==> config.mk <==
export PLATFORM = sky130hd
export DESIGN_NAME = pdr_row_update
export DESIGN_NICKNAME = d
export VERILOG_FILES = /design/src/rtl/core/pdr_pkg.sv /design/src/rtl/core/pdr_row_update.sv
export SDC_FILE = /design/constraint.sdc
export NUM_CORES = 1
export LEC_CHECK = 0
export BUFFER_PORTS_ARGS = -buffer_cell sky130_fd_sc_hd__buf_2
export CAP_MARGIN = 20
export CORE_AREA = 2 2 295 297
export DETAILED_ROUTE_END_ITERATION = 10
export DIE_AREA = 0 0 297 299
export PLACE_DENSITY = 0.38
export SLEW_MARGIN = 20
export SYNTH_ARGS = -nofsm -noshare
export SYNTH_HDL_FRONTEND = slang
export SYNTH_SLANG_ARGS = --single-unit
==> constraint.sdc <==
create_clock -name vclk -period 7.8
set_input_delay 1.17 -clock vclk [all_inputs]
set_output_delay 1.17 -clock vclk [all_outputs]
set_load 0.03 [all_outputs]
==> src/rtl/core/pdr_pkg.sv <==
// ----------------------------------------------------------------------------
// pdr_pkg
// Shared types and record layout for the protecting distance replacement block.
// ----------------------------------------------------------------------------
package pdr_pkg;

  typedef enum logic [1:0] {
    OP_HIT    = 2'd0,
    OP_FILL   = 2'd1,
    OP_VICTIM = 2'd2,
    OP_INVAL  = 2'd3
  } opcode_e;

  // configuration registers
  localparam int unsigned NUM_PD_REGS = 4;
  localparam int unsigned PD_IDX_W    = 2;
  localparam int unsigned PD_W        = 9;

  // field widths of the transactions
  localparam int unsigned SET_IDX_W = 10;
  localparam int unsigned WAY_IDX_W = 4;
  localparam int unsigned CPU_IDX_W = 2;
  localparam int unsigned VICTIM_W  = 4;

  // way record layout, distance counter sits on top
  localparam int unsigned REC_VALID    = 0;
  localparam int unsigned REC_REF      = 1;
  localparam int unsigned REC_IP       = 2;
  localparam int unsigned REC_PROT     = 3;
  localparam int unsigned REC_ORIG_LSB = 4;
  localparam int unsigned REC_DIST_LSB = REC_ORIG_LSB + PD_W;

  typedef struct packed {
    opcode_e         op;
    logic            from_ip;
    logic [PD_W-1:0] pd;
  } upd_cmd_t;

  typedef struct packed {
    logic                done;
    logic                was_invalid;
    logic [VICTIM_W-1:0] way;
  } scan_res_t;

endpackage

==> src/rtl/core/pdr_row_update.sv <==
// ----------------------------------------------------------------------------
// pdr_row_update
// Applies hit, fill or invalidate to one way of a set row, then ages the
// whole row on a fill.
// ----------------------------------------------------------------------------
module pdr_row_update #(
  parameter int unsigned NumWays     = 16,
  parameter int unsigned MaxDistance = 256,
  parameter int unsigned DistW       = 10,
  parameter int unsigned WayW        = 4,
  parameter int unsigned RowW        = 368
) (
  input  logic [RowW-1:0]   row_i,
  input  pdr_pkg::upd_cmd_t cmd_i,
  input  logic [WayW-1:0]   way_i,
  output logic [RowW-1:0]   row_o
);

  import pdr_pkg::*;

  localparam int unsigned RecW = REC_DIST_LSB + DistW;

  always_comb begin
    logic             valid;
    logic             refb;
    logic             ipb;
    logic             prot;
    logic [PD_W-1:0]  orig;
    logic [DistW-1:0] rdist;
    row_o = row_i;
    for (int w = 0; w < NumWays; w++) begin
      valid = row_i[w*RecW + REC_VALID];
      refb  = row_i[w*RecW + REC_REF];
      ipb   = row_i[w*RecW + REC_IP];
      prot  = row_i[w*RecW + REC_PROT];
      orig  = row_i[w*RecW + REC_ORIG_LSB +: PD_W];
      rdist = row_i[w*RecW + REC_DIST_LSB +: DistW];

      if (WayW'(w) == way_i) begin
        unique case (cmd_i.op)
          OP_HIT: begin
            if (ipb) begin
              prot = 1'b0;
            end else begin
              prot  = 1'b1;
              rdist = DistW'(orig);
              refb  = 1'b1;
            end
          end
          OP_FILL: begin
            valid = 1'b1;
            if (cmd_i.from_ip) begin
              ipb  = 1'b1;
              prot = 1'b1;
            end else begin
              ipb   = 1'b0;
              prot  = 1'b0;
              rdist = DistW'(cmd_i.pd);
              orig  = cmd_i.pd;
            end
            refb = 1'b0;
          end
          OP_INVAL: begin
            valid = 1'b0;
          end
          default: begin
          end
        endcase
      end

      // aging of every way, a counter at one or zero reloads
      if (cmd_i.op == OP_FILL) begin
        if (rdist < DistW'(2)) begin
          rdist = DistW'(MaxDistance) + DistW'(orig);
          prot  = 1'b0;
        end else begin
          rdist = rdist - DistW'(1);
        end
      end

      row_o[w*RecW +: RecW] = {rdist, orig, prot, ipb, refb, valid};
    end
  end

endmodule

==> flow_metrics.tcl, run 1 <==
set metrics [dict create \
    leakage_uw 0.007699 \
    drc 0 \
    timing.final.crit_share_pct 80.80 \
    portBuffers 752 \
    first_pass_iters 7 \
    dp_hpwl_mm 96.25 \
    critPathRequiredTime_ns 6.63 \
    maxCapViolations 0 \
    ant_nets 0 \
    clock_buffers 0 \
    syn_to_final_growth_pct 37.72 \
    holdPathStages 4 \
    route.detailed.wl_per_inst_um 30.86 \
    grt_pass1_vias 20070 \
    die_h_um 299 \
    die_w_um 297 \
    critical_path_class "input pin to primary output" \
    cts_setup_buffers 0 \
    drive_gt1_share_pct 38.40 \
    worst_pin_slew_ns 1.021 \
    syn-num-nets 2484 \
    core_um2 85940 \
    max_freq_ghz 0.1587 \
    worstPathMaxFanout 30 \
    first_iter_violations 1649 \
    pwr-share-comb_pct 100.0 \
    maxSlewViolCount 0 \
    fin_setup_tns_ns 0 \
    ys_seq_area_share_pct 0 \
    synth_most_common_cell "nor2_1" \
    synth_warnings 0 \
    start_util_pct 15.43 \
    dp_cells 3876 \
    place.gp.congestion 0.9410 \
    grt_max_degree 106 \
    antenna_found_initial 36 \
    seq_power_share_pct 0 \
    synth_top_area_cell "mux2_2" \
    cp-end-kind "primary output" \
    yosys.cell_types.count 94 \
    nFlopsAndLatches 0 \
    critPathLaunchType "input pin" \
    worstPathArrival_ns 5.13 \
    power.density_nw_per_um2 68.02 \
    viasPerCell 5.354 \
    instances_no_fill 3889 \
    grt_overflow 0 \
    netlist_area_um2 13260 \
    min_to "row_o[92]" \
    p_switching_uw 875.1 \
    rsz0062_at_grt "false" \
    worst_hold_startpoint "row_i[92]" \
    ctsHoldBuffers 0 \
    grt_pass1_wl_mm 161.7 \
    hold_viol_final 0 \
    num_vias 20820 \
    clockPowerShare_pct 0 \
    finalSetupViolCount 0 \
    netlist_instances 2084 \
    postSynthAreaPerCell_um2 6.365 \
    ctsResizeCount 0 \
    nets 3123 \
    netlist_top_cells_count "nor2_1 (231), a21oi_1 (228), nand2_1 (204)" \
    vdd_drop_max_mv 0.03210 \
    routed_wirelength_mm 120.0 \
    yosys-top-cells-area "mux2_2 (13%), a21oi_1 (8.6%), mux2i_1 (8.0%), nor2_1 (6.5%), nand2_1 (5.8%)" \
    num_rows 108 \
    status "completed" \
    slew_headroom_pct 31.93 \
    die_area_um2 88800 \
    internal-power_uw 367.5 \
    synth_top_area_share_pct 13.24 \
    track_usage_pct 25.19 \
    period_needed_ns 6.303 \
    switching_share_pct 70.42 \
    area.sequential_um2 0 \
    hold_path.class "input pin to primary output" \
    ioPinCount 752 \
]
==> power groups by stage <==
| stage | sequential [uW] | combinational (uW) | clock (uW) |
|---|---|---|---|
| floorplan | 0 | 697 | 0 |
| global placement | 0 | 1240 | 0 |
| detailed placement | 0 | 1240 | 0 |
| CTS | 0 | 1240 | 0 |
| global route | 0 | 1300 | 0.000138 |
| finish | 0 | 1240 | 0.0000219 |
==> layout by cell type (no fill, tap or decap), types with 28 or more instances in the layout <==
| cell type | instances |
|---|---|
| o21ai_0 | 137 |
| a21o_1 | 28 |
| o22ai_1 | 35 |
| nand2_1 | 204 |
| buf_2 | 749 |
| nor3_1 | 65 |
| nor2_1 | 229 |
| inv_1 | 50 |
| buf_4 | 50 |
| a22oi_1 | 34 |
| a21oi_1 | 228 |
| nand3_1 | 58 |
| mux2_2 | 156 |
| mux2i_1 | 106 |
==> final cells by class <==
| type | count | area, um2 |
|---|---|---|
| multi-input cells | 1865 | 12380 |
| inverters | 52 | 195.2 |
| well taps | 1155 | 1445 |
| diodes | 13 | 32.53 |
| repair buffers | 804 | 4215 |
| fillers | 10080 | 67670 |
==> logic make-up after synthesis <==
group	count (synthesis)	share of synthesized area, %
mux	263	21.33
buf+inv	219	7.141
simple gates	806	30.54
compound gates	780	39.48
fa+ha+maj	16	1.509
==> worst max-delay path by stage <==
stage,depth (start not counted),end,slack (ns),start
floorplan,10,row_o[42],2.47,way_i[1]
global placement,9,row_o[251],1.49,way_i[3]
detailed placement,9,row_o[60],1.54,cmd_i[11]
CTS,9,row_o[60],1.55,cmd_i[11]
global route,10,row_o[64],1.22,cmd_i[11]
finish,10,row_o[16],1.50,cmd_i[11]
==> metal layers <==
metal / global-route usage (%) / vias to the layer above / routed length (um)
met5: 0 / - / 149
met4: 5.411 / 26 / 2758
met3: 4.515 / 142 / 8493
met2: 43.93 / 1052 / 57970
met1: 32.21 / 10280 / 50660
li1: - / 9323 / -
==> metrics by stage <==
stage	hold slack, ns	instance area [um2]	worst slack, ns	util (%)	power, uW
after floorplan	2.550	13260	2.470	-	696.9
after global placement	2.693	18200	1.487	21.18	1241
after detailed placement	2.694	18240	1.539	21.22	1235
after CTS	2.694	18240	1.549	21.22	1240
after global routing	2.714	18260	1.224	21.24	1304
final	2.691	18270	1.497	21.26	1243
==> worst max-delay path, cell delays in order <==
cell       delay [ns]
buf_4            0.44
buf_4            0.37
or3b_2           0.56
o32ai_1          0.15
a2bb2oi_1        0.41
nand4_2          0.20
a211oi_2         0.68
o21ai_0          0.41
nor3_1           0.41
buf_2            0.28
Note: power is estimated with default switching activity, not from simulation.
==> inputs of run 2 (changes only) <==
Settings changed: CORE_AREA 2 2 295 297 to 2 2 289 291, DIE_AREA 0 0 297 299 to 0 0 291 293, PLACE_DENSITY 0.38 to 0.39.
Clock period 7.8 ns to 6.6 ns, I/O delays scaled along.
==> run 2 against run 1 <==
Clock-buffer cell count stayed put. Worst hold slack worse by 0.36 ns. Die area is 4.0% lower. First-iteration DRC count is 5.6% higher.
==> flow_metrics.tcl, run 2 (same netlist as run 1, synthesis figures left out) <==
set metrics [dict create \
    min_to "row_o[138]" \
    placed_cell_area_um2 18320 \
    maxCapViolations 0 \
    mostFrequentLayoutCell "buf_2" \
    holdPathStages 4 \
    finalInstanceArea_um2 18370 \
    hold_path.class "input pin to primary output" \
    final_cell_mix "buf_2 (749), nor2_1 (229), a21oi_1 (228)" \
    ant_nets 0 \
    hold_viol_final 0 \
    status "completed" \
    worstPathArrival_ns 4.80 \
    ctsResizeCount 0 \
    grt_pass1_wl_mm 160.1 \
    critical_path_class "input pin to primary output" \
    worst_hold_startpoint "row_i[138]" \
    clock_buffers 0 \
    core_um2 81850 \
    first_pass_iters 5 \
    slew_headroom_pct 25.60 \
    dp_hpwl_mm 93.37 \
    fin_setup_tns_ns 0 \
    syn_to_final_growth_pct 38.46 \
    place.gp.congestion 0.9421 \
    vdd_drop_max_mv 0.03351 \
    critPathLaunchType "input pin" \
    dp_cells 3813 \
    routed_wirelength_mm 116.8 \
    period_needed_ns 5.791 \
    num_vias 20860 \
    track_usage_pct 25.64 \
    viasPerCell 5.442 \
    maxSlewViolCount 0 \
    leakage_uw 0.007809 \
    area.sequential_um2 0 \
    grt_overflow 0 \
    portBuffers 752 \
    route.detailed.wl_per_inst_um 30.47 \
    die_area_um2 85260 \
    num_rows 105 \
    utilization_pct 22.44 \
    grt_max_degree 87 \
    grt_pass1_vias 20420 \
    antenna_found_initial 37 \
    nets 3145 \
    die_w_um 291 \
    worst_pin_slew_ns 1.112 \
    critPathRequiredTime_ns 5.61 \
    start_util_pct 16.21 \
    ioPinCount 752 \
    first_iter_violations 1742 \
    drc 0 \
    drive_gt1_share_pct 38.97 \
    cp-end-kind "primary output" \
    die_h_um 293 \
    max_freq_ghz 0.1727 \
    finalSetupViolCount 0 \
    timing.final.crit_share_pct 87.74 \
    power.density_nw_per_um2 79.57 \
    cts_setup_buffers 0 \
    worstPathMaxFanout 23 \
    instances_no_fill 3833 \
    ctsHoldBuffers 0 \
    rsz0062_at_grt "false" \
    nFlopsAndLatches 0 \
]
## run 2: cell type report
cell class,instances,area [um2]
Tap cell,1070,1339
Fill cell,9603,63480
Inverter,52,195.2
Antenna cell,20,50.05
Timing Repair Buffer,826,4393
Multi-Input combinational cell,1865,12390
## run 2: how the worst max path moves through the flow
stage	start	end	slack [ns]	cells past startpoint
2_1_floorplan	way_i[1]	row_o[42]	1.63	10
3_3_place_gp	cmd_i[6]	row_o[59]	0.86	7
3_5_place_dp	cmd_i[11]	row_o[321]	0.91	9
4_1_cts	cmd_i[11]	row_o[321]	0.90	9
5_1_grt	way_i[2]	row_o[109]	0.49	9
6_report	way_i[2]	row_o[109]	0.81	9
## run 2: worst max-delay path, stage by stage
cell and delay (ns):
buf_2 0.41, nor3b_4 0.64, a32oi_1 0.19, o221ai_1 0.51
nand4_1 0.40, nor2_1 0.95, a22oi_1 0.22, o22ai_1 0.21
buf_2 0.23
## run 2: routing by layer
layer	part of all wire, %	GRT usage (%)	wire length, um	vias to the layer above
li1	-	-	-	9360
met1	42	32.31	48630	10240
met2	48	45.06	56460	1051
met3	6.2	3.192	7293	198
met4	3.7	8.404	4344	10
met5	0.049	0	57	-
## run 2: per-stage QoR
stage | power [uW] | hold slack [ns] | setup WS (ns)
final | 1461 | 2.334 | 0.8094
after detailed placement | 1455 | 2.331 | 0.9136
after CTS | 1460 | 2.333 | 0.9021
after global placement | 1462 | 2.328 | 0.8555
after floorplan | 823.7 | 2.190 | 1.630
after global routing | 1541 | 2.353 | 0.4898
## run 2: report_power, final
part	switching [uW]	leakage, uW	internal (uW)
registers	0	0	0
clock network	0	0.000000125	0.000187
logic	1020	0.00781	441
