<file path="config.mk">
export PLATFORM = sky130hd
export DESIGN_NAME = pdr_victim_scan
export DESIGN_NICKNAME = d
export VERILOG_FILES = /design/src/rtl/core/pdr_pkg.sv /design/src/rtl/core/pdr_victim_scan.sv
export SDC_FILE = /design/constraint.sdc
export NUM_CORES = 1
export LEC_CHECK = 0
export ABC_AREA = 0
export BUFFER_PORTS_ARGS = -buffer_cell sky130_fd_sc_hd__buf_2
export CORE_AREA = 2 2 146 148
export CTS_CLUSTER_DIAMETER = 30
export DETAILED_ROUTE_END_ITERATION = 8
export DIE_AREA = 0 0 148 150
export PLACE_DENSITY_LB_ADDON = 0.12
export SLEW_MARGIN = 25
export SYNTH_ARGS = -nofsm -noshare
export SYNTH_HDL_FRONTEND = slang
export SYNTH_SLANG_ARGS = --single-unit
</file>
<file path="constraint.sdc">
create_clock -name clk_i -period 6 [get_ports clk_i]
set_clock_uncertainty 0.1 [all_clocks]
set_input_delay 0.3 -clock clk_i [delete_from_list [all_inputs] [get_ports clk_i]]
set_output_delay 0.3 -clock clk_i [all_outputs]
set_load 0.02 [all_outputs]
</file>
<file path="src/rtl/core/pdr_pkg.sv">
// ----------------------------------------------------------------------------
// pdr_pkg
// Shared types and record layout for the protecting distance replacement block.
// ----------------------------------------------------------------------------
package pdr_pkg;

  typedef enum logic [1:0] {
    OP_HIT    = 2'd0,
    OP_FILL   = 2'd1,
    OP_VICTIM = 2'd2,
    OP_INVAL  = 2'd3
  } opcode_e;

  // configuration registers
  localparam int unsigned NUM_PD_REGS = 4;
  localparam int unsigned PD_IDX_W    = 2;
  localparam int unsigned PD_W        = 9;

  // field widths of the transactions
  localparam int unsigned SET_IDX_W = 10;
  localparam int unsigned WAY_IDX_W = 4;
  localparam int unsigned CPU_IDX_W = 2;
  localparam int unsigned VICTIM_W  = 4;

  // way record layout, distance counter sits on top
  localparam int unsigned REC_VALID    = 0;
  localparam int unsigned REC_REF      = 1;
  localparam int unsigned REC_IP       = 2;
  localparam int unsigned REC_PROT     = 3;
  localparam int unsigned REC_ORIG_LSB = 4;
  localparam int unsigned REC_DIST_LSB = REC_ORIG_LSB + PD_W;

  typedef struct packed {
    opcode_e         op;
    logic            from_ip;
    logic [PD_W-1:0] pd;
  } upd_cmd_t;

  typedef struct packed {
    logic                done;
    logic                was_invalid;
    logic [VICTIM_W-1:0] way;
  } scan_res_t;

endpackage

</file>
<file path="src/rtl/core/pdr_victim_scan.sv">
// ----------------------------------------------------------------------------
// pdr_victim_scan
// Walks the ways of a set row one per cycle and picks the replacement victim.
// ----------------------------------------------------------------------------
module pdr_victim_scan #(
  parameter int unsigned NumWays = 16,
  parameter int unsigned DistW   = 10,
  parameter int unsigned WayW    = 4,
  parameter int unsigned RowW    = 368
) (
  input  logic               clk_i,
  input  logic               rst_ni,
  input  logic               start_i,
  input  logic [RowW-1:0]    row_i,
  output pdr_pkg::scan_res_t res_o
);

  import pdr_pkg::*;

  localparam int unsigned RecW = REC_DIST_LSB + DistW;
  localparam int unsigned ExtW = (WayW > VICTIM_W) ? WayW : VICTIM_W;

  logic [WayW-1:0]  cnt_q, cnt_d;
  logic             busy_q, busy_d;
  logic             done_q, done_d;
  logic             inv_found_q, inv_found_d;
  logic [WayW-1:0]  inv_way_q, inv_way_d;
  logic             u_found_q, u_found_d;
  logic [DistW-1:0] u_best_q, u_best_d;
  logic [WayW-1:0]  u_way_q, u_way_d;
  logic [DistW-1:0] a_best_q, a_best_d;
  logic [WayW-1:0]  a_way_q, a_way_d;

  logic [RecW-1:0]  rec;
  logic             rec_valid;
  logic             rec_prot;
  logic [DistW-1:0] rec_dist;
  logic [WayW-1:0]  sel_way;
  logic [ExtW-1:0]  sel_ext;

  assign rec       = row_i[cnt_q*RecW +: RecW];
  assign rec_valid = rec[REC_VALID];
  assign rec_prot  = rec[REC_PROT];
  assign rec_dist  = rec[REC_DIST_LSB +: DistW];

  always_comb begin
    cnt_d       = cnt_q;
    busy_d      = busy_q;
    done_d      = done_q;
    inv_found_d = inv_found_q;
    inv_way_d   = inv_way_q;
    u_found_d   = u_found_q;
    u_best_d    = u_best_q;
    u_way_d     = u_way_q;
    a_best_d    = a_best_q;
    a_way_d     = a_way_q;
    if (start_i) begin
      cnt_d       = '0;
      busy_d      = 1'b1;
      done_d      = 1'b0;
      inv_found_d = 1'b0;
      inv_way_d   = '0;
      u_found_d   = 1'b0;
      u_best_d    = '0;
      u_way_d     = '0;
      a_best_d    = '0;
      a_way_d     = '0;
    end else if (busy_q) begin
      if (!rec_valid && !inv_found_q) begin
        inv_found_d = 1'b1;
        inv_way_d   = cnt_q;
      end
      if (!rec_prot && (rec_dist > u_best_q)) begin
        u_found_d = 1'b1;
        u_best_d  = rec_dist;
        u_way_d   = cnt_q;
      end
      if (rec_dist > a_best_q) begin
        a_best_d = rec_dist;
        a_way_d  = cnt_q;
      end
      cnt_d = cnt_q + WayW'(1);
      if (cnt_q == WayW'(NumWays - 1)) begin
        busy_d = 1'b0;
        done_d = 1'b1;
      end
    end
  end

  always_ff @(posedge clk_i or negedge rst_ni) begin
    if (!rst_ni) begin
      cnt_q  <= '0;
      busy_q <= 1'b0;
      done_q <= 1'b0;
    end else begin
      cnt_q  <= cnt_d;
      busy_q <= busy_d;
      done_q <= done_d;
    end
  end

  always_ff @(posedge clk_i) begin
    inv_found_q <= inv_found_d;
    inv_way_q   <= inv_way_d;
    u_found_q   <= u_found_d;
    u_best_q    <= u_best_d;
    u_way_q     <= u_way_d;
    a_best_q    <= a_best_d;
    a_way_q     <= a_way_d;
  end

  // invalid way first, then unprotected, then any; way 0 when all are zero
  assign sel_way = inv_found_q ? inv_way_q : (u_found_q ? u_way_q : a_way_q);
  assign sel_ext = ExtW'(sel_way);

  assign res_o.done        = done_q;
  assign res_o.was_invalid = inv_found_q;
  assign res_o.way         = sel_ext[VICTIM_W-1:0];

endmodule

</file>
==> results by group, run 1 <==
Die
  • I/O pin total: between 300 and 400
  • Die Y: roughly 150 um
  • Core area: 20,700 sq um
  • FP Rows: 53
  • Die width: roughly 150 um
  • Starting Density: between 10% and 20%
  • Die area: roughly 22,000 sq um

Power
  • Post-layout total power: ~1200 uW
  • Pleak: about 0.0022 uW
  • Sw Share: a little over a third
  • Worst IR drop on VDD: 0.107 mV
  • Switching Power: 432 uW
  • Internal power: just under 800 uW
  • Clk pwr share: between 20% and 30%
  • Sequential power share: 30.4%
  • Pwr/cell area: 239 nW/um^2
  • Combinational power share: 44.9%

STA
  • Max-slew violations: 0
  • WHS: around 0.27 ns
  • Final setup vio count: 0
  • Period minus WS final: ~4.1 ns
  • Period utilization: between 60 and 70%
  • Rel. slew slack: about 33%
  • Setup_tns: 0 ns
  • Max Clk Rate: approximately 240 MHz
  • RSZ-0062 raised after global routing: no
  • Slew @ Worst Pin: between 0.9 and 1 ns
  • Fin. Hold Viols: 0

Place
  • Detailed placement HPWL: around 12,000 um
  • DP Cell Count: a little under 800
  • Routability cong.: about 0.86
  • Port bufs: 200
  • Post-DP Area: 4910 sq um

Synthesis
  • Seq/Total Area, Yosys: roughly 23%
  • Yosys reg bits: 40
  • Yosys warning count: 0
  • Number of synthesized flops with an enable pin: 0
  • Syn avg cell area: between 10 and 15 sq um
  • Yosys cell types: 39
  • Synth Instances: approximately 340
  • Netlist Area Pre-Place: around 3700 sq um
  • Ys flop type: dfxtp_1
  • Syn nets: about 730
  • Async SR Flop Fraction: 15.0%

Route
  • Drt first pass iters: 4
  • Drt via density: roughly 4.3
  • Wire length per cell: around 18 um
  • DR vias: between 3k and 4k
  • Post-route ant nets: 0
  • Total routed wirelength: 14,700 um
  • Drt first-iter violations: 78
  • Residual DRC: 0

Critical path
  • CP endpoint kind: flop
  • WS Path Type: flop to flop
  • CP max stage delay: 0.67 ns
  • Worst R2R Start: cnt_q[0]
  • Worst path cell trace: buf_12, mux4_2, a22oi_1, nand2_1, ha_1, a21o_1, a221oi_1, nor2b_1, o221ai_2, buf_4, mux2i_1
  • Worst Setup SP: cnt_q[0]
  • Worst endpoint required time: between 6 and 7 ns
  • Worst-path fanout max: 35
  • Critical path's slowest cell: dfrtp_4
  • CP arrival: 4.26 ns
  • Crit start category: flop

Final layout
  • Most common cell after layout, fill and taps aside: buf_2
  • Layout cells sized above 1: 50.8%
  • Final instance area: 5090 sq um
  • Final #Nets: between 900 and 1k
  • Fin cells: about 800
  • Commonest non-fill, non-tap cells in the layout: 200 x buf_2, 47 x mux4_2, 41 x nand2b_1, 37 x mux2i_1, 34 x dfxtp_1
  • Area Overhead vs Synth: 38.9%
  • Filler Cells Inserted: 2,310

GRT
  • GRT overflow: 0
  • First-pass GRT wire length: 21,900 um
  • GRT busiest layer: met2
  • Global Route met3 Usage: between 3 and 4%
  • Largest net degree at the start of global routing: 55
  • GRT Total Usage: 13.3%
  • Initial antenna violation count: 6
  • Routing usage on met1: around 18%
  • Number of global-route vias before repair: a little under 4k
  • Grt met2 use: 22.0%

Min path
  • HP Class: primary input to asynchronous set/reset pin

Outcome
  • Outcome: complete, no violations

Clock tree
  • CTS tree: yes
  • Clk sinks: 40
  • Post-CTS Hold Fix Bufs: 1
  • CTS buffer count: 5
  • Worst skew pair latency: just under 0.3 ns
  • H-tree depth: 2
  • Root Driver: clkbuf_16
  • Worst-path clk slew: 0.06 ns
  • Clock tree buffer depth: 2
  • Setup bufs post-CTS: 0
  • CTS resizes: 0

Run
  • Max Cap Violations: 0
cell usage after synthesis, types with 2 or more instances:
| cell type | n | area share [%] |
|---|---|---|
| nand2_1 | 21 | 2.2 |
| dfrtp_1 | 6 | 4.1 |
| nor2b_1 | 5 | 0.85 |
| mux2i_1 | 37 | 10 |
| ha_1 | 21 | 7.2 |
| xor2_1 | 2 | 0.48 |
| o21ai_0 | 10 | 1.4 |
| clkbuf_1 | 13 | 1.3 |
| nand2b_1 | 41 | 7.0 |
| buf_2 | 8 | 1.1 |
| dfxtp_1 | 34 | 19 |
| inv_1 | 21 | 2.2 |
| nor2_1 | 7 | 0.72 |
| a22oi_1 | 19 | 3.9 |
| nand4_1 | 4 | 0.68 |
| nand3b_1 | 3 | 0.61 |
| a21o_1 | 5 | 1.0 |
| mux4_2 | 47 | 29 |
| buf_6 | 2 | 0.61 |
| buf_1 | 2 | 0.20 |
| a21oi_1 | 8 | 1.1 |
| buf_4 | 4 | 0.82 |
| and3_1 | 3 | 0.51 |
| a221oi_1 | 2 | 0.48 |
| a31oi_1 | 3 | 0.51 |
state kept, by name, summed over array words and instances, names as in the netlist:
name,count
u_way_q,4
inv_found_q,1
done_q,1
busy_q,1
u_found_q,1
a_best_q,10
a_way_q,4
cnt_q,4
inv_way_q,4
u_best_q,10
metal layers:
| metal | vias to the layer above | wire, um |
|---|---|---|
| met4 | 2 | 161 |
| met1 | 1648 | 6840 |
| met2 | 146 | 6710 |
| met3 | 11 | 951 |
| li1 | 1658 | - |
| met5 | - | 13 |
power by group through the flow:
stage          registers, uW  logic, uW  clock network [uW]
6_report                 370        545                 299
5_1_grt                  380        614                 317
4_1_cts                  372        559                 311
3_5_place_dp             378        555                   0
3_3_place_gp             376        555                   0
2_1_floorplan            342        408                   0
final cells by class:
| cell class | count | area, sq um | area share (%) |
|---|---|---|---|
| inverter | 21 | 78.8 | 1.55 |
| sequential | 40 | 836 | 16.4 |
| tap | 275 | 344 | 6.76 |
| timing repair buffer | 206 | 1060 | 20.9 |
| multi-input combinational | 251 | 2600 | 51.0 |
| clock buffer | 6 | 150 | 2.95 |
| antenna | 2 | 5.00 | 0.0984 |
| clock inverter | 2 | 17.5 | 0.344 |
per-stage QoR:
| stage | setup WS [ns] | utilization [%] |
|---|---|---|
| finish | 1.85 | 24.6 |
| global route | 1.51 | 24.6 |
| CTS | 1.76 | 24.6 |
| detailed placement | 1.77 | 23.7 |
| global placement | 1.80 | 23.7 |
| floorplan | 2.51 | - |
worst paths after layout:
check	end	slack, ns	depth (start not counted)
setup / recovery	a_best_q[9]	1.85	11
hold / removal	cnt_q[2]	0.27	2
setup reg to reg	a_best_q[9]	1.85	11
hold reg to reg	inv_way_q[3]	0.36	2
max in group asynchronous	cnt_q[0]	5.36	2
min in group clk_i	inv_way_q[3]	0.36	2
kinds of logic (layout without fill, tap and decap cells):
logic type,count (synthesis),count (layout),share of synthesized area (%)
adder cells (fa/ha/maj),21,21,7.17
AO/OA/AOI/OAI,54,54,10.3
XOR/XNOR,3,3,0.717
buffers and inverters,51,235,6.63
flip-flops,40,40,22.7
other,0,2,0
multiplexers,85,85,39.3
AND/OR/NAND/NOR,88,88,13.2
worst max-delay path, delay by kind of cell, from the launching register on:
family | cells | cell delay, ns
AO/OA/AOI/OAI | 4 | 1.26
adder cells (fa/ha/maj) | 1 | 0.32
buffers and inverters | 2 | 0.65
flip-flops | 1 | 0.67
multiplexers | 2 | 0.75
AND/OR/NAND/NOR | 2 | 0.26
No activity file was read; power rests on OpenSTA's default activity.
==> inputs of run 2 (changes only) <==
Settings changed: CORE_AREA 2 2 146 148 to 2 2 147 149, DIE_AREA 0 0 148 150 to 0 0 149 151.
Clock period 6 ns to 4.1 ns, I/O delays scaled along.
==> results by group, run 2 (synthesis results as in run 1) <==
Power
  • Combinational power share: 46.6% (was 44.9%)
  • Worst IR drop on VDD: 0.162 mV (was 0.107 mV)
  • Internal power: 1160 uW (was 782 uW)
  • Clk pwr share: 24.3% (was 24.6%)
  • Sequential power share: 29.1% (was 30.4%)
  • Pwr/cell area: 346 nW/um^2 (was 239 nW/um^2)
  • Sw Share: 35.2% (was 35.6%)
  • Pleak: 0.00225 uW (was 0.00220 uW)
  • Switching Power: 628 uW (was 432 uW)

Route
  • Residual DRC: 0 (unchanged)
  • Wire length per cell: 17.7 um (was 18.3 um)
  • Drt first pass iters: 4 (unchanged)
  • Post-route ant nets: 0 (unchanged)
  • DR vias: 3,457 (was 3,465)
  • Drt via density: 4.25 (was 4.32)
  • Total routed wirelength: 14,400 um (was 14,700 um)
  • Drt first-iter violations: 109 (was 78)

Place
  • Detailed placement HPWL: 12,300 um (was 12,200 um)
  • Port bufs: 200 (unchanged)
  • Routability cong.: 0.847 (was 0.858)
  • DP Cell Count: 800 (was 792)

Min path
  • HP Class: primary input to asynchronous set/reset pin (unchanged)

Critical path
  • R2R depth: 11 (unchanged)
  • Worst R2R Start: cnt_q[0] (unchanged)
  • Worst path cell trace: buf_4, mux4_2, a22oi_1, nand2_1, ha_1, and3_1, a221oi_1, nor2b_1, o221ai_2, buf_4, mux2i_1 (was buf_12, mux4_2, a22oi_1, nand2_1, ha_1, a21o_1, a221oi_1, nor2b_1, o221ai_2, buf_4, mux2i_1)
  • Crit path top cell by count: buf_4
  • RR Endpoint: a_way_q[1] (was a_best_q[9])
  • CP endpoint kind: flop (unchanged)
  • Worst-path fanout max: 12 (was 35)
  • CP arrival: 3.59 ns (was 4.26 ns)
  • CP max stage delay: 0.57 ns (was 0.67 ns)
  • Worst endpoint required time: 4.21 ns (was 6.11 ns)
  • Critical path's slowest cell: dfrtp_4 (unchanged)
  • WS Path Type: flop to flop (unchanged)
  • R2R setup slack: 0.62 ns (was 1.85 ns)
  • Crit start category: flop (unchanged)
  • Worst Setup SP: cnt_q[0] (unchanged)

GRT
  • First-pass GRT wire length: 21,600 um (was 21,900 um)
  • Number of global-route vias before repair: 3,722 (was 3,850)
  • GRT Total Usage: 13.0% (was 13.3%)
  • Initial antenna violation count: 5 (was 6)
  • GRT overflow: 0 (unchanged)
  • Largest net degree at the start of global routing: 55 (unchanged)

Die
  • FP Rows: 53 (unchanged)
  • Die area: 22,500 sq um (was 22,200 sq um)
  • Die width: 149 um (was 148 um)
  • Die Y: 151 um (was 150 um)
  • Core area: 20,800 sq um (was 20,700 sq um)
  • Starting Density: 17.6% (was 17.7%)
  • I/O pin total: 377 (unchanged)

Clock tree
  • Root Driver: clkbuf_16 (unchanged)
  • Worst-path clk slew: 0.07 ns (was 0.06 ns)
  • CTS tree: yes (unchanged)
  • Setup bufs post-CTS: 0 (unchanged)
  • Worst skew pair latency: 0.28 ns (was 0.29 ns)
  • Clock tree buffer depth: 2 (unchanged)
  • H-tree depth: 2 (unchanged)
  • CTS resizes: 0 (unchanged)
  • Clk sinks: 40 (unchanged)
  • CTS buffer count: 5 (unchanged)

Final layout
  • Area Overhead vs Synth: 41.0% (was 38.9%)
  • Commonest non-fill, non-tap cells in the layout: 200 x buf_2, 47 x mux4_2, 41 x nand2b_1, 37 x mux2i_1, 34 x dfxtp_1 (unchanged)
  • Filler Cells Inserted: 2,322 (was 2,310)
  • Largest regs: a_best_q x10, u_best_q x10 (unchanged)
  • Most common cell after layout, fill and taps aside: buf_2 (unchanged)
  • Fin util: 24.8% (was 24.6%)
  • Layout cells sized above 1: 51.5% (was 50.8%)
  • Final #Nets: 925 (was 917)
  • Fin cells: 813 (was 803)

STA
  • Max Clk Rate: 287 MHz (was 241 MHz)
  • Fin. Hold Viols: 0 (unchanged)
  • Slew @ Worst Pin: 0.881 ns (was 0.998 ns)
  • Max-slew violations: 0 (unchanged)
  • RSZ-0062 raised after global routing: no (unchanged)
  • Rel. slew slack: 41.2% (was 33.4%)
  • Setup_tns: 0 ns (unchanged)
  • Period minus WS final: 3.48 ns (was 4.15 ns)
  • Final setup vio count: 0 (unchanged)
  • Period utilization: 84.9% (was 69.2%)

Run
  • Max Cap Violations: 0 (unchanged)

Outcome
  • Outcome: complete, no violations (unchanged)
## run 2: worst max path at each step
stage	to	slack, ns	depth (start not counted)
global route	a_best_q[3]	0.26	11
finish	a_way_q[1]	0.62	11
global placement	a_best_q[3]	0.58	11
CTS	a_best_q[6]	0.55	11
floorplan	a_best_q[1]	0.61	12
detailed placement	a_way_q[1]	0.58	11
## run 2: power by group through the flow
| stage | sequential [uW] | combinational, uW | clock (uW) |
|---|---|---|---|
| floorplan | 501 | 596 | 0 |
| global placement | 530 | 847 | 0 |
| detailed placement | 530 | 844 | 0 |
| CTS | 522 | 851 | 450 |
| global route | 534 | 932 | 467 |
| finish | 520 | 831 | 434 |
## run 2: cell type report
cell class | count | area (sq um) | area share, %
inverter | 21 | 78.8 | 1.53
timing repair buffer | 214 | 1130 | 21.9
tap | 275 | 344 | 6.66
multi-input combinational | 251 | 2600 | 50.3
clock inverter | 2 | 17.5 | 0.339
sequential | 40 | 836 | 16.2
clock buffer | 6 | 150 | 2.91
antenna | 4 | 10.0 | 0.194
## run 2: what timing repair did
| item | in CTS | in global routing |
|---|---|---|
| setup endpoints to repair | 0 | 0 |
| hold buffers | 1 | 0 |
| hold endpoints to repair | 6 | 0 |
## run 2: through the flow
| stage | instance area [sq um] | hold slack [ns] | setup WS, ns | total power, uW |
|---|---|---|---|---|
| after detailed placement | 4980 | -0.0492 | 0.581 | 1370 |
| after global placement | 4980 | -0.0513 | 0.583 | 1380 |
| after CTS | 5160 | 0.179 | 0.553 | 1820 |
| after global routing | 5160 | 0.196 | 0.260 | 1930 |
| final | 5170 | 0.193 | 0.620 | 1790 |
| after floorplan | 3660 | -0.191 | 0.612 | 1100 |
## run 2: metal layers
metal | vias up | part of all wire, % | GRT usage [%]
met5 | - | 0.090 | 0
met4 | 2 | 0.84 | 2.57
met3 | 8 | 8.3 | 3.95
met2 | 159 | 45 | 21.4
met1 | 1614 | 45 | 16.9
li1 | 1674 | - | -
## run 2: critical path, delay by kind of cell (launching register included)
family / cells / cell delay [ns]
multiplexers: 2 / 0.75
adder cells (fa/ha/maj): 1 / 0.31
buffers and inverters: 2 / 0.54
flip-flops: 1 / 0.57
AND/OR/NAND/NOR: 3 / 0.39
AO/OA/AOI/OAI: 3 / 0.71
